==> src/rtl/pcm_pkg.sv <==
// Shared constants, types and codes for the pin change monitor table.
`timescale 1ns / 1ps
package pcm_pkg;

	localparam int MAX_ENTRIES = 8;
	localparam int ANALOG_BASE = 54;
	localparam int FULL_SCALE  = 1023;

	localparam int PIN_W  = 7;
	localparam int VAL_W  = 10;
	localparam int KIND_W = 3;
	localparam int RCNT_W = 4;

	// table index and fill count widths
	localparam int IDX_W = (MAX_ENTRIES > 1) ? $clog2(MAX_ENTRIES) : 1;
	localparam int CNT_W = $clog2(MAX_ENTRIES + 1);

	typedef enum logic [KIND_W-1:0] {
		REQ_ADD    = 3'd0,
		REQ_REMOVE = 3'd1,
		REQ_CLEAR  = 3'd2,
		REQ_LIST   = 3'd3,
		REQ_SAMPLE = 3'd4
	} req_kind_t;

	typedef enum logic [KIND_W-1:0] {
		RPT_CHANGE  = 3'd0,
		RPT_ADDED   = 3'd1,
		RPT_REMOVED = 3'd2,
		RPT_LISTED  = 3'd3,
		RPT_FULL    = 3'd4
	} rpt_kind_t;

	typedef struct packed {
		logic [PIN_W-1:0] pin;
		logic [VAL_W-1:0] sens;
		logic [VAL_W-1:0] last;
	} entry_t;

	// sequencer to ring: advance strobe and the entry entering the tail cell
	typedef struct packed {
		logic   shift;
		entry_t tail;
	} ring_ctl_t;

endpackage

==> src/rtl/pcm_req_if.sv <==
// Request channel: one request to the monitor table.
`timescale 1ns / 1ps
interface pcm_req_if import pcm_pkg::*; ();
	logic              valid;
	logic              ready;
	logic [KIND_W-1:0] req_type;
	logic [PIN_W-1:0]  pin_id;
	logic              sens_given;
	logic [VAL_W-1:0]  sens_value;
	logic [VAL_W-1:0]  reading;

	modport source (output valid, req_type, pin_id, sens_given, sens_value, reading,
		input ready);
	modport sink (input valid, req_type, pin_id, sens_given, sens_value, reading,
		output ready);
endinterface

==> src/rtl/pcm_rpt_if.sv <==
// Report channel: one report from the monitor table.
`timescale 1ns / 1ps
interface pcm_rpt_if import pcm_pkg::*; ();
	logic               valid;
	logic               ready;
	logic [KIND_W-1:0]  report_kind;
	logic [PIN_W-1:0]   out_pin;
	logic [VAL_W-1:0]   out_value;
	logic [VAL_W-1:0]   out_sens;
	logic [RCNT_W-1:0]  entry_count;
	logic               last_of_run;

	modport source (output valid, report_kind, out_pin, out_value, out_sens,
		entry_count, last_of_run, input ready);
	modport sink (input valid, report_kind, out_pin, out_value, out_sens,
		entry_count, last_of_run, output ready);
endinterface

==> src/rtl/pcm_cell.sv <==
// One table cell: holds an entry and takes its neighbor's entry on each advance.
`timescale 1ns / 1ps
module pcm_cell import pcm_pkg::*; (
	input  logic      clk,
	input  logic      arst_n,
	input  ring_ctl_t ctl,
	input  entry_t    d,
	output entry_t    q
);

	entry_t ent_q;

	always_ff @(posedge clk or negedge arst_n) begin
		if (!arst_n) begin
			ent_q <= '0;
		end else if (ctl.shift) begin
			ent_q <= d;
		end
	end

	assign q = ent_q;

endmodule

==> src/rtl/pcm_seq.sv <==
// Sequencer: edits head, issues reports, steps the ring one entry per unstalled cycle.
`timescale 1ns / 1ps
module pcm_seq import pcm_pkg::*; (
	input  logic        clk,
	input  logic        arst_n,
	pcm_req_if.sink     req,
	pcm_rpt_if.source   rpt,
	input  entry_t      head,
	output ring_ctl_t   ctl
);

	typedef enum logic [1:0] {ST_IDLE, ST_PASS1, ST_PASS2} state_t;

	localparam logic [IDX_W-1:0] LAST_POS = IDX_W'(MAX_ENTRIES - 1);
	localparam logic [CNT_W-1:0] FULL_CNT = CNT_W'(MAX_ENTRIES);
	localparam logic [CNT_W-1:0] ONE_CNT  = CNT_W'(1);
	localparam logic [VAL_W-1:0] FS_VAL   = VAL_W'(FULL_SCALE);

	state_t           state_q;
	req_kind_t        op_q;
	logic [PIN_W-1:0] pin_q;
	logic             given_q;
	logic [VAL_W-1:0] sval_q;
	logic [VAL_W-1:0] rd_q;
	logic [IDX_W-1:0] pos_q;
	logic [CNT_W-1:0] n_q;
	logic             found_q;
	logic [IDX_W-1:0] idx_q;
	entry_t           rem_q;
	entry_t           tail_cap_q;

	logic              rvalid_q;
	rpt_kind_t         rkind_q;
	logic [PIN_W-1:0]  rpin_q;
	logic [VAL_W-1:0]  rval_q;
	logic [VAL_W-1:0]  rsens_q;
	logic [RCNT_W-1:0] rcnt_q;
	logic              rlast_q;

	// head step decode
	logic [CNT_W-1:0] pos_n;
	logic             busy;
	logic             last_step;
	logic             in_range;
	logic             first;
	logic             out_free;
	logic             step;
	entry_t           wb;
	logic             emit;
	rpt_kind_t        e_kind;
	logic [PIN_W-1:0] e_pin;
	logic [VAL_W-1:0] e_val;
	logic [VAL_W-1:0] e_sens;
	logic [CNT_W-1:0] e_cnt;
	logic             e_last;
	logic             set_found;
	logic             cap_rem;
	logic             cap_tail;
	logic             n_upd;
	logic [CNT_W-1:0] n_nxt;
	logic [VAL_W-1:0] add_sens;

	// analog deadband
	logic [VAL_W-1:0] v_lo;
	logic [VAL_W-1:0] v_cl;
	logic [VAL_W:0]   hi_bound;
	logic [VAL_W:0]   v_plus;
	logic             chg;
	logic [VAL_W-1:0] v_new;

	assign pos_n     = CNT_W'(pos_q);
	assign busy      = (state_q != ST_IDLE);
	assign last_step = (pos_q == LAST_POS);
	assign in_range  = (pos_n < n_q);
	assign first     = in_range && (head.pin == pin_q) && !found_q;
	assign out_free  = !rvalid_q || rpt.ready;
	assign add_sens  = given_q ? sval_q : '0;

	assign v_lo     = (rd_q < head.sens) ? '0 : rd_q;
	assign v_cl     = (v_lo > (FS_VAL - head.sens)) ? FS_VAL : v_lo;
	assign hi_bound = {1'b0, head.last} + {1'b0, head.sens};
	assign v_plus   = {1'b0, v_cl} + {1'b0, head.sens};

	// analog pins take the clamped value, digital pins the raw reading
	always_comb begin
		if (pin_q >= PIN_W'(ANALOG_BASE)) begin
			chg   = ({1'b0, v_cl} > hi_bound) || (v_plus < {1'b0, head.last});
			v_new = v_cl;
		end else begin
			chg   = (rd_q != head.last);
			v_new = rd_q;
		end
	end

	always_comb begin
		wb        = head;
		emit      = 1'b0;
		e_kind    = RPT_CHANGE;
		e_pin     = head.pin;
		e_val     = head.last;
		e_sens    = head.sens;
		e_cnt     = n_q;
		e_last    = 1'b1;
		set_found = 1'b0;
		cap_rem   = 1'b0;
		cap_tail  = 1'b0;
		n_upd     = 1'b0;
		n_nxt     = n_q;
		case (op_q)
			REQ_ADD: begin
				if (first) begin
					set_found = 1'b1;
					if (given_q) begin
						wb.sens = sval_q;
					end
				end else if (!found_q && (pos_n == n_q)) begin
					wb.pin    = pin_q;
					wb.sens   = add_sens;
					wb.last   = '0;
					set_found = 1'b1;
					emit      = 1'b1;
					e_kind    = RPT_ADDED;
					e_pin     = pin_q;
					e_val     = '0;
					e_sens    = add_sens;
					e_cnt     = n_q + ONE_CNT;
					n_upd     = 1'b1;
					n_nxt     = n_q + ONE_CNT;
				end else if (!found_q && last_step && (n_q == FULL_CNT)) begin
					emit   = 1'b1;
					e_kind = RPT_FULL;
					e_pin  = pin_q;
					e_val  = '0;
					e_sens = '0;
				end
			end
			REQ_REMOVE: begin
				if (state_q == ST_PASS1) begin
					if (first) begin
						set_found = 1'b1;
						cap_rem   = 1'b1;
					end
					// last entry is saved and cleared once the match is known
					if ((n_q != '0) && (pos_n == n_q - ONE_CNT) && (found_q || first)) begin
						cap_tail = 1'b1;
						wb       = '0;
					end
				end else if (pos_q == idx_q) begin
					if (CNT_W'(idx_q) != n_q - ONE_CNT) begin
						wb = tail_cap_q;
					end
					emit   = 1'b1;
					e_kind = RPT_REMOVED;
					e_pin  = rem_q.pin;
					e_val  = rem_q.last;
					e_sens = rem_q.sens;
					e_cnt  = n_q - ONE_CNT;
					n_upd  = 1'b1;
					n_nxt  = n_q - ONE_CNT;
				end
			end
			REQ_CLEAR: begin
				if (in_range) begin
					wb     = '0;
					emit   = 1'b1;
					e_kind = RPT_REMOVED;
					e_cnt  = n_q - pos_n - ONE_CNT;
					e_last = (pos_n == n_q - ONE_CNT);
				end
				if (last_step) begin
					n_upd = 1'b1;
					n_nxt = '0;
				end
			end
			REQ_LIST: begin
				if (in_range) begin
					emit   = 1'b1;
					e_kind = RPT_LISTED;
					e_last = (pos_n == n_q - ONE_CNT);
				end
			end
			REQ_SAMPLE: begin
				if (first && (pin_q != '0)) begin
					set_found = 1'b1;
					if (chg) begin
						wb.last = v_new;
						emit    = 1'b1;
						e_kind  = RPT_CHANGE;
						e_pin   = pin_q;
						e_val   = v_new;
					end
				end
			end
			default: begin
			end
		endcase
	end

	assign step      = busy && (!emit || out_free);
	assign ctl.shift = step;
	assign ctl.tail  = wb;

	always_ff @(posedge clk or negedge arst_n) begin
		if (!arst_n) begin
			state_q  <= ST_IDLE;
			pos_q    <= '0;
			n_q      <= '0;
			found_q  <= 1'b0;
			rvalid_q <= 1'b0;
		end else begin
			if (rvalid_q && rpt.ready) begin
				rvalid_q <= 1'b0;
			end
			case (state_q)
				ST_IDLE: begin
					if (req.valid) begin
						op_q    <= req_kind_t'(req.req_type);
						pin_q   <= req.pin_id;
						given_q <= req.sens_given;
						sval_q  <= req.sens_value;
						rd_q    <= req.reading;
						found_q <= 1'b0;
						pos_q   <= '0;
						if (req.req_type <= KIND_W'(REQ_SAMPLE)) begin
							state_q <= ST_PASS1;
						end
					end
				end
				ST_PASS1, ST_PASS2: begin
					if (step) begin
						pos_q <= last_step ? '0 : pos_q + IDX_W'(1);
						if (set_found) begin
							found_q <= 1'b1;
							idx_q   <= pos_q;
						end
						if (cap_rem) begin
							rem_q <= head;
						end
						if (cap_tail) begin
							tail_cap_q <= head;
						end
						if (n_upd) begin
							n_q <= n_nxt;
						end
						if (emit) begin
							rvalid_q <= 1'b1;
							rkind_q  <= e_kind;
							rpin_q   <= e_pin;
							rval_q   <= e_val;
							rsens_q  <= e_sens;
							rcnt_q   <= RCNT_W'(e_cnt);
							rlast_q  <= e_last;
						end
						if (last_step) begin
							if ((state_q == ST_PASS1) && (op_q == REQ_REMOVE) &&
								(found_q || set_found)) begin
								state_q <= ST_PASS2;
							end else begin
								state_q <= ST_IDLE;
							end
						end
					end
				end
				default: begin
					state_q <= ST_IDLE;
				end
			endcase
		end
	end

	assign req.ready       = (state_q == ST_IDLE);
	assign rpt.valid       = rvalid_q;
	assign rpt.report_kind = rkind_q;
	assign rpt.out_pin     = rpin_q;
	assign rpt.out_value   = rval_q;
	assign rpt.out_sens    = rsens_q;
	assign rpt.entry_count = rcnt_q;
	assign rpt.last_of_run = rlast_q;

	// ring stays aligned between requests
	a_aligned_idle: assert property (@(posedge clk) disable iff (!arst_n)
		(state_q == ST_IDLE) |-> (pos_q == '0))
		else $error("ring not aligned while idle");

	a_count_bound: assert property (@(posedge clk) disable iff (!arst_n)
		n_q <= FULL_CNT)
		else $error("entry count above table size");

	a_pass2_found: assert property (@(posedge clk) disable iff (!arst_n)
		(state_q == ST_PASS2) |-> (found_q && (op_q == REQ_REMOVE)))
		else $error("swap pass without a matched entry");

	a_full_only_full: assert property (@(posedge clk) disable iff (!arst_n)
		(step && emit && (e_kind == RPT_FULL)) |-> (n_q == FULL_CNT))
		else $error("table full report while space remains");

	a_blocked_hold: assert property (@(posedge clk) disable iff (!arst_n)
		(busy && emit && !out_free) |=> $stable(pos_q))
		else $error("ring advanced while report slot was busy");

endmodule

==> src/rtl/pin_change_monitor_table.sv <==
// Top level of the pin change monitor table: ring of entry cells plus sequencer.
`timescale 1ns / 1ps
// A request walks the whole ring once, one advance per table entry; a remove that
//   hits walks it twice; a request of an unknown type is taken with no walk.
// A new request is taken only while idle; the idle step that takes it is not
//   overlapped with the walk. A report that waits on the report channel freezes the
//   ring until the report slot frees up.
// Reports leave from a one-deep output register, so the first report of a request
//   shows up the cycle after its head step.
// Reset: arst_n clears every cell and the count; the table comes up empty, no sweep.
module pin_change_monitor_table import pcm_pkg::*; (
	input  logic      clk,
	input  logic      arst_n,
	pcm_req_if.sink   req,
	pcm_rpt_if.source rpt
);

	// cell 0 is the head the sequencer looks at; cell MAX_ENTRIES-1 takes the
	// edited head entry back in, so one advance rotates the table by one slot
	// and a full pass brings every entry back to its own table index.
	entry_t    cell_q [MAX_ENTRIES];
	ring_ctl_t ctl;

	for (genvar k = 0; k < MAX_ENTRIES; k++) begin : g_cell
		if (k == MAX_ENTRIES - 1) begin : g_tail
			pcm_cell u_cell (
				.clk    (clk),
				.arst_n (arst_n),
				.ctl    (ctl),
				.d      (ctl.tail),
				.q      (cell_q[k])
			);
		end else begin : g_body
			pcm_cell u_cell (
				.clk    (clk),
				.arst_n (arst_n),
				.ctl    (ctl),
				.d      (cell_q[k+1]),
				.q      (cell_q[k])
			);
		end
	end

	// sequencer: add/remove/clear/list/sample decode at the head, report register
	pcm_seq u_seq (
		.clk    (clk),
		.arst_n (arst_n),
		.req    (req),
		.rpt    (rpt),
		.head   (cell_q[0]),
		.ctl    (ctl)
	);

endmodule
==> src/flat_wrapper.sv <==
// flat-port wrapper written by rule: the top's interface ports become plain ports
module pin_change_monitor_table_flat import pcm_pkg::*;
  (clk, arst_n, req_valid, req_req_type, req_pin_id, req_sens_given, req_sens_value, req_reading, req_ready, rpt_valid, rpt_report_kind, rpt_out_pin, rpt_out_value, rpt_out_sens, rpt_entry_count, rpt_last_of_run, rpt_ready);
  pcm_req_if req_i ();
  pcm_rpt_if rpt_i ();
  input  logic clk;
  input  logic arst_n;
  input wire logic [$bits(req_i.valid)-1:0] req_valid;
  input wire logic [$bits(req_i.req_type)-1:0] req_req_type;
  input wire logic [$bits(req_i.pin_id)-1:0] req_pin_id;
  input wire logic [$bits(req_i.sens_given)-1:0] req_sens_given;
  input wire logic [$bits(req_i.sens_value)-1:0] req_sens_value;
  input wire logic [$bits(req_i.reading)-1:0] req_reading;
  output wire logic [$bits(req_i.ready)-1:0] req_ready;
  output wire logic [$bits(rpt_i.valid)-1:0] rpt_valid;
  output wire logic [$bits(rpt_i.report_kind)-1:0] rpt_report_kind;
  output wire logic [$bits(rpt_i.out_pin)-1:0] rpt_out_pin;
  output wire logic [$bits(rpt_i.out_value)-1:0] rpt_out_value;
  output wire logic [$bits(rpt_i.out_sens)-1:0] rpt_out_sens;
  output wire logic [$bits(rpt_i.entry_count)-1:0] rpt_entry_count;
  output wire logic [$bits(rpt_i.last_of_run)-1:0] rpt_last_of_run;
  input wire logic [$bits(rpt_i.ready)-1:0] rpt_ready;
  assign req_i.valid = req_valid;
  assign req_i.req_type = req_req_type;
  assign req_i.pin_id = req_pin_id;
  assign req_i.sens_given = req_sens_given;
  assign req_i.sens_value = req_sens_value;
  assign req_i.reading = req_reading;
  assign req_ready = req_i.ready;
  assign rpt_valid = rpt_i.valid;
  assign rpt_report_kind = rpt_i.report_kind;
  assign rpt_out_pin = rpt_i.out_pin;
  assign rpt_out_value = rpt_i.out_value;
  assign rpt_out_sens = rpt_i.out_sens;
  assign rpt_entry_count = rpt_i.entry_count;
  assign rpt_last_of_run = rpt_i.last_of_run;
  assign rpt_i.ready = rpt_ready;
  pin_change_monitor_table u_core (.clk(clk), .arst_n(arst_n), .req(req_i), .rpt(rpt_i));
endmodule
==> config.mk <==
export PLATFORM = sky130hd
export DESIGN_NAME = pin_change_monitor_table_flat
export DESIGN_NICKNAME = d
export VERILOG_FILES = /design/src/rtl/pcm_pkg.sv /design/src/rtl/pcm_req_if.sv /design/src/rtl/pcm_rpt_if.sv /design/src/rtl/pcm_cell.sv /design/src/rtl/pcm_seq.sv /design/src/rtl/pin_change_monitor_table.sv /design/src/flat_wrapper.sv
export SDC_FILE = /design/constraint.sdc
export NUM_CORES = 1
export LEC_CHECK = 0
export ABC_AREA = 1
export BUFFER_PORTS_ARGS = -buffer_cell sky130_fd_sc_hd__buf_2
export CAP_MARGIN = 5
export CORE_MARGIN = 2
export CORE_UTILIZATION = 40
export CTS_CLUSTER_SIZE = 16
export DETAILED_ROUTE_END_ITERATION = 8
export SLEW_MARGIN = 10
export SYNTH_ARGS = -nofsm -noshare
export SYNTH_HDL_FRONTEND = slang
export SYNTH_SLANG_ARGS = --single-unit
export TNS_END_PERCENT = 5
==> constraint.sdc <==
create_clock -name clk -period 13.5 [get_ports clk]
set_clock_uncertainty 0.1 [all_clocks]
set_input_delay 1.35 -clock clk [delete_from_list [all_inputs] [get_ports clk]]
set_output_delay 1.35 -clock clk [all_outputs]
set_load 0.03 [all_outputs]
==> impl_metrics.tcl <==
set metrics [dict create \
    status "completed" \
    dieHeight_um 215 \
    power_mw 4.53 \
    avgSynthCellArea_sq_um 9.04 \
    initial_core_util_pct 40.4 \
    fmax_mhz 107 \
    tightestPinTransition_ns 1.12 \
    multiInputGateArea_sq_um 7160 \
    post-route-cell-area_sq_um 19700 \
    gr-total-overflow 0 \
    clock_path_buffers 3 \
    clock_sinks 350 \
    dpl.hpwl_um 31600 \
    postCtsSetupRepairBufs 0 \
    placedCellCount 2555 \
    synth_ff_type "dfrtp_1" \
    yosysWarningCount 0 \
    slew_violations 0 \
    grt_usage_pct 20.0 \
    drtAntennaViolNets 0 \
    ctsResizeCount 0 \
    core_sq_um 44000 \
    holdWs_ns 0.361 \
    hold_start "u_core.g_cell[2].g_body.u_cell.q[11]" \
    cts.htree.levels 2 \
    tns_ns 0 \
    relSlewSlack_pct 25.2 \
    first_pass_iters 5 \
    cts_made_buffers 39 \
    yosys-top-cells-count "nand2_1 (582), dfrtp_1 (227), inv_1 (184)" \
    place_congestion 0.920 \
    yosysTopAreaCellShare_pct 32.0 \
    dieArea_sq_um 46100 \
    syn_nets 2078 \
    pin_count 72 \
    insertion_delay_ns 0.55 \
    critical-path-max-stage-delay_ns 0.91 \
    hold_violations 0 \
    min_period_ns 9.33 \
    power.density_nw_per_um2 230 \
    setup_viol 0 \
    nets 2115 \
    path_delay_family "simple AND/OR/NAND/NOR gates" \
    ctsRootBufferMaster "clkbuf_16" \
    first_global_vias 12870 \
    drt-total-wl_um 45900 \
    drive_above_1_share_pct 11.5 \
    rows 77 \
    die_x_um 215 \
    clk_pin_slew_ns 0.07 \
    ctsHoldBuffers 0 \
    path_buf_inv 5 \
    leakagePower_nw 8.89 \
    synth_cells 1967 \
    drc 0 \
    cpMostUsedCell "nand2_1" \
    fill_cells 4248 \
    io_buffers 71 \
    slowest_stage "buf_4" \
    viasPerCell 5.14 \
    rsz0062_at_grt "no" \
    dpl-instance-area_sq_um 18500 \
    crit-reg2reg-launch "u_core.g_cell[0].g_body.u_cell.q[15]" \
    cts_tree "built" \
    worstSetupStartpointType "flip-flop" \
    antenna_found_initial 1 \
    cp_data_arrival_time_ns 9.68 \
    diodes 0 \
    area_delta_synth_final_pct 10.7 \
    yosysSeqAreaShare_pct 52.7 \
    drt_iter0_drc 1026 \
    regArea_sq_um 9370 \
    vias 13481 \
    post-route-period-util_pct 69.1 \
    synth.cell_area_sq_um 17800 \
    crit_required_ns 13.85 \
    ys_seq_elements 350 \
    netlist_top_cells_area "dfrtp_1 (32%), edfxtp_1 (21%), nand2_1 (12%)" \
    synth.distinct_cells 48 \
    synthArstFlopShare_pct 64.9 \
    synth.most_common_cell "nand2_1" \
    critPathLaunch "u_core.g_cell[0].g_body.u_cell.q[15]" \
    avgRoutedWirePerCell_um 17.5 \
    yosysTopAreaCell "dfrtp_1" \
    instances_no_fill 2625 \
    grt_max_degree 143 \
    grt_pass1_wl_um 73200 \
    maxCapViolCount 0 \
    worstPathMaxFanout 142 \
    crit_path_end_kind "flip-flop" \
    ir_worst_vdd_v 0.000136 \
    hp-class "reg2reg" \
    criticalPathCategory "reg2reg" \
    synth_edf_count 123 \
]
## metrics by stage
stage / utilization [%] / setup WS [ns]
after detailed placement: 41.9 / 4.28
after global routing: 44.7 / 3.29
after global placement: 41.9 / 4.48
final: 44.7 / 4.17
after CTS: 44.7 / 4.24
after floorplan: - / 6.08
## cell families (layout without fill, tap and decap cells)
logic type                 count (synthesis)  in the layout  share of synthesized area [%]
buffers and inverters                    279            345                           7.20
AOI/OAI and AO/OA                        383            383                           13.4
and+or+nand+nor                          842            842                           19.4
xor gates and xnor gates                  37             37                           1.82
adders and majority gates                 76             76                           5.48
DFF                                      350            350                           52.7
## routing by layer
metal	GRT usage, %	routed length, um	vias to the layer above
met3	3.44	3030	89
met1	28.9	21200	6367
met5	0	13	-
met2	30.7	20300	409
met4	6.55	1350	2
li1	-	-	6614
## worst min-delay path, cell delays in order (launching register included)
cell and delay [ns]:
dfrtp_1 0.35, nand2_1 0.05, nand2_1 0.05
## sequential cells by signal, summed over array words and instances (netlist names), 7 cells and up
name	count
u_core.g_cell.g_body.u_cell.q	189
u_core.g_cell.g_tail.u_cell.q	27
u_core.u_seq.rem_q	27
u_core.u_seq.tail_cap_q	27
u_core.u_seq.rd_q	10
u_core.u_seq.rpt.out_sens	10
u_core.u_seq.rpt.out_value	10
u_core.u_seq.sval_q	10
u_core.u_seq.pin_q	7
u_core.u_seq.rpt.out_pin	7
## final cells by class
class	count	share of cell area (%)
inverter	194	3.74
tap	592	3.76
sequential	350	47.6
timing repair buffer	81	2.24
clock buffer	55	5.73
clock inverter	15	0.490
multi-input combinational	1338	36.4
## placed cells by master, fill, tap and decap left out, types with 2 or more instances in the layout
cell	synthesis	routed
a21boi_0	2	2
a21oi_1	58	58
a22oi_1	10	10
a31oi_1	15	15
buf_2	19	70
buf_4	1	10
clkbuf_1	37	8
clkbuf_16	0	40
clkbuf_8	0	7
clkinv_1	5	7
clkinv_2	0	7
dfrtp_1	227	227
edfxtp_1	123	123
fa_1	3	3
ha_1	73	73
inv_1	184	184
inv_2	4	4
inv_4	1	2
nand2_1	582	582
nand2_2	6	5
nand3_1	100	100
nand4_1	15	15
nor2_1	116	111
nor2_2	0	2
nor2_4	2	5
nor3_1	11	11
nor3b_1	2	2
o2111ai_1	17	17
o211ai_1	22	22
o21ai_0	152	152
o21ai_1	18	18
o21ai_2	68	68
o21bai_1	5	5
o22ai_1	11	11
xnor2_1	16	16
xor2_1	21	21
## worst paths after layout
check                                                  endpoint  slack [ns]  depth (start not counted)
max                         u_core.g_cell[0].g_body.u_cell.q[8]        4.17                         39
min                        u_core.g_cell[1].g_body.u_cell.q[11]        0.36                          2
max reg2reg                 u_core.g_cell[0].g_body.u_cell.q[8]        4.17                         39
min reg2reg                u_core.g_cell[1].g_body.u_cell.q[11]        0.36                          2
max in group asynchronous  u_core.g_cell[1].g_body.u_cell.q[24]       10.21                          3
min in group asynchronous   u_core.g_cell[0].g_body.u_cell.q[6]        0.72                          1
## report_power, final
group	internal [mW]	total, mW	switching (mW)
sequential	1.42	1.66	0.247
clock	0.585	1.01	0.430
combinational	0.601	1.85	1.25
total	2.60	4.53	1.93
No activity file was read; power rests on OpenSTA's default activity.
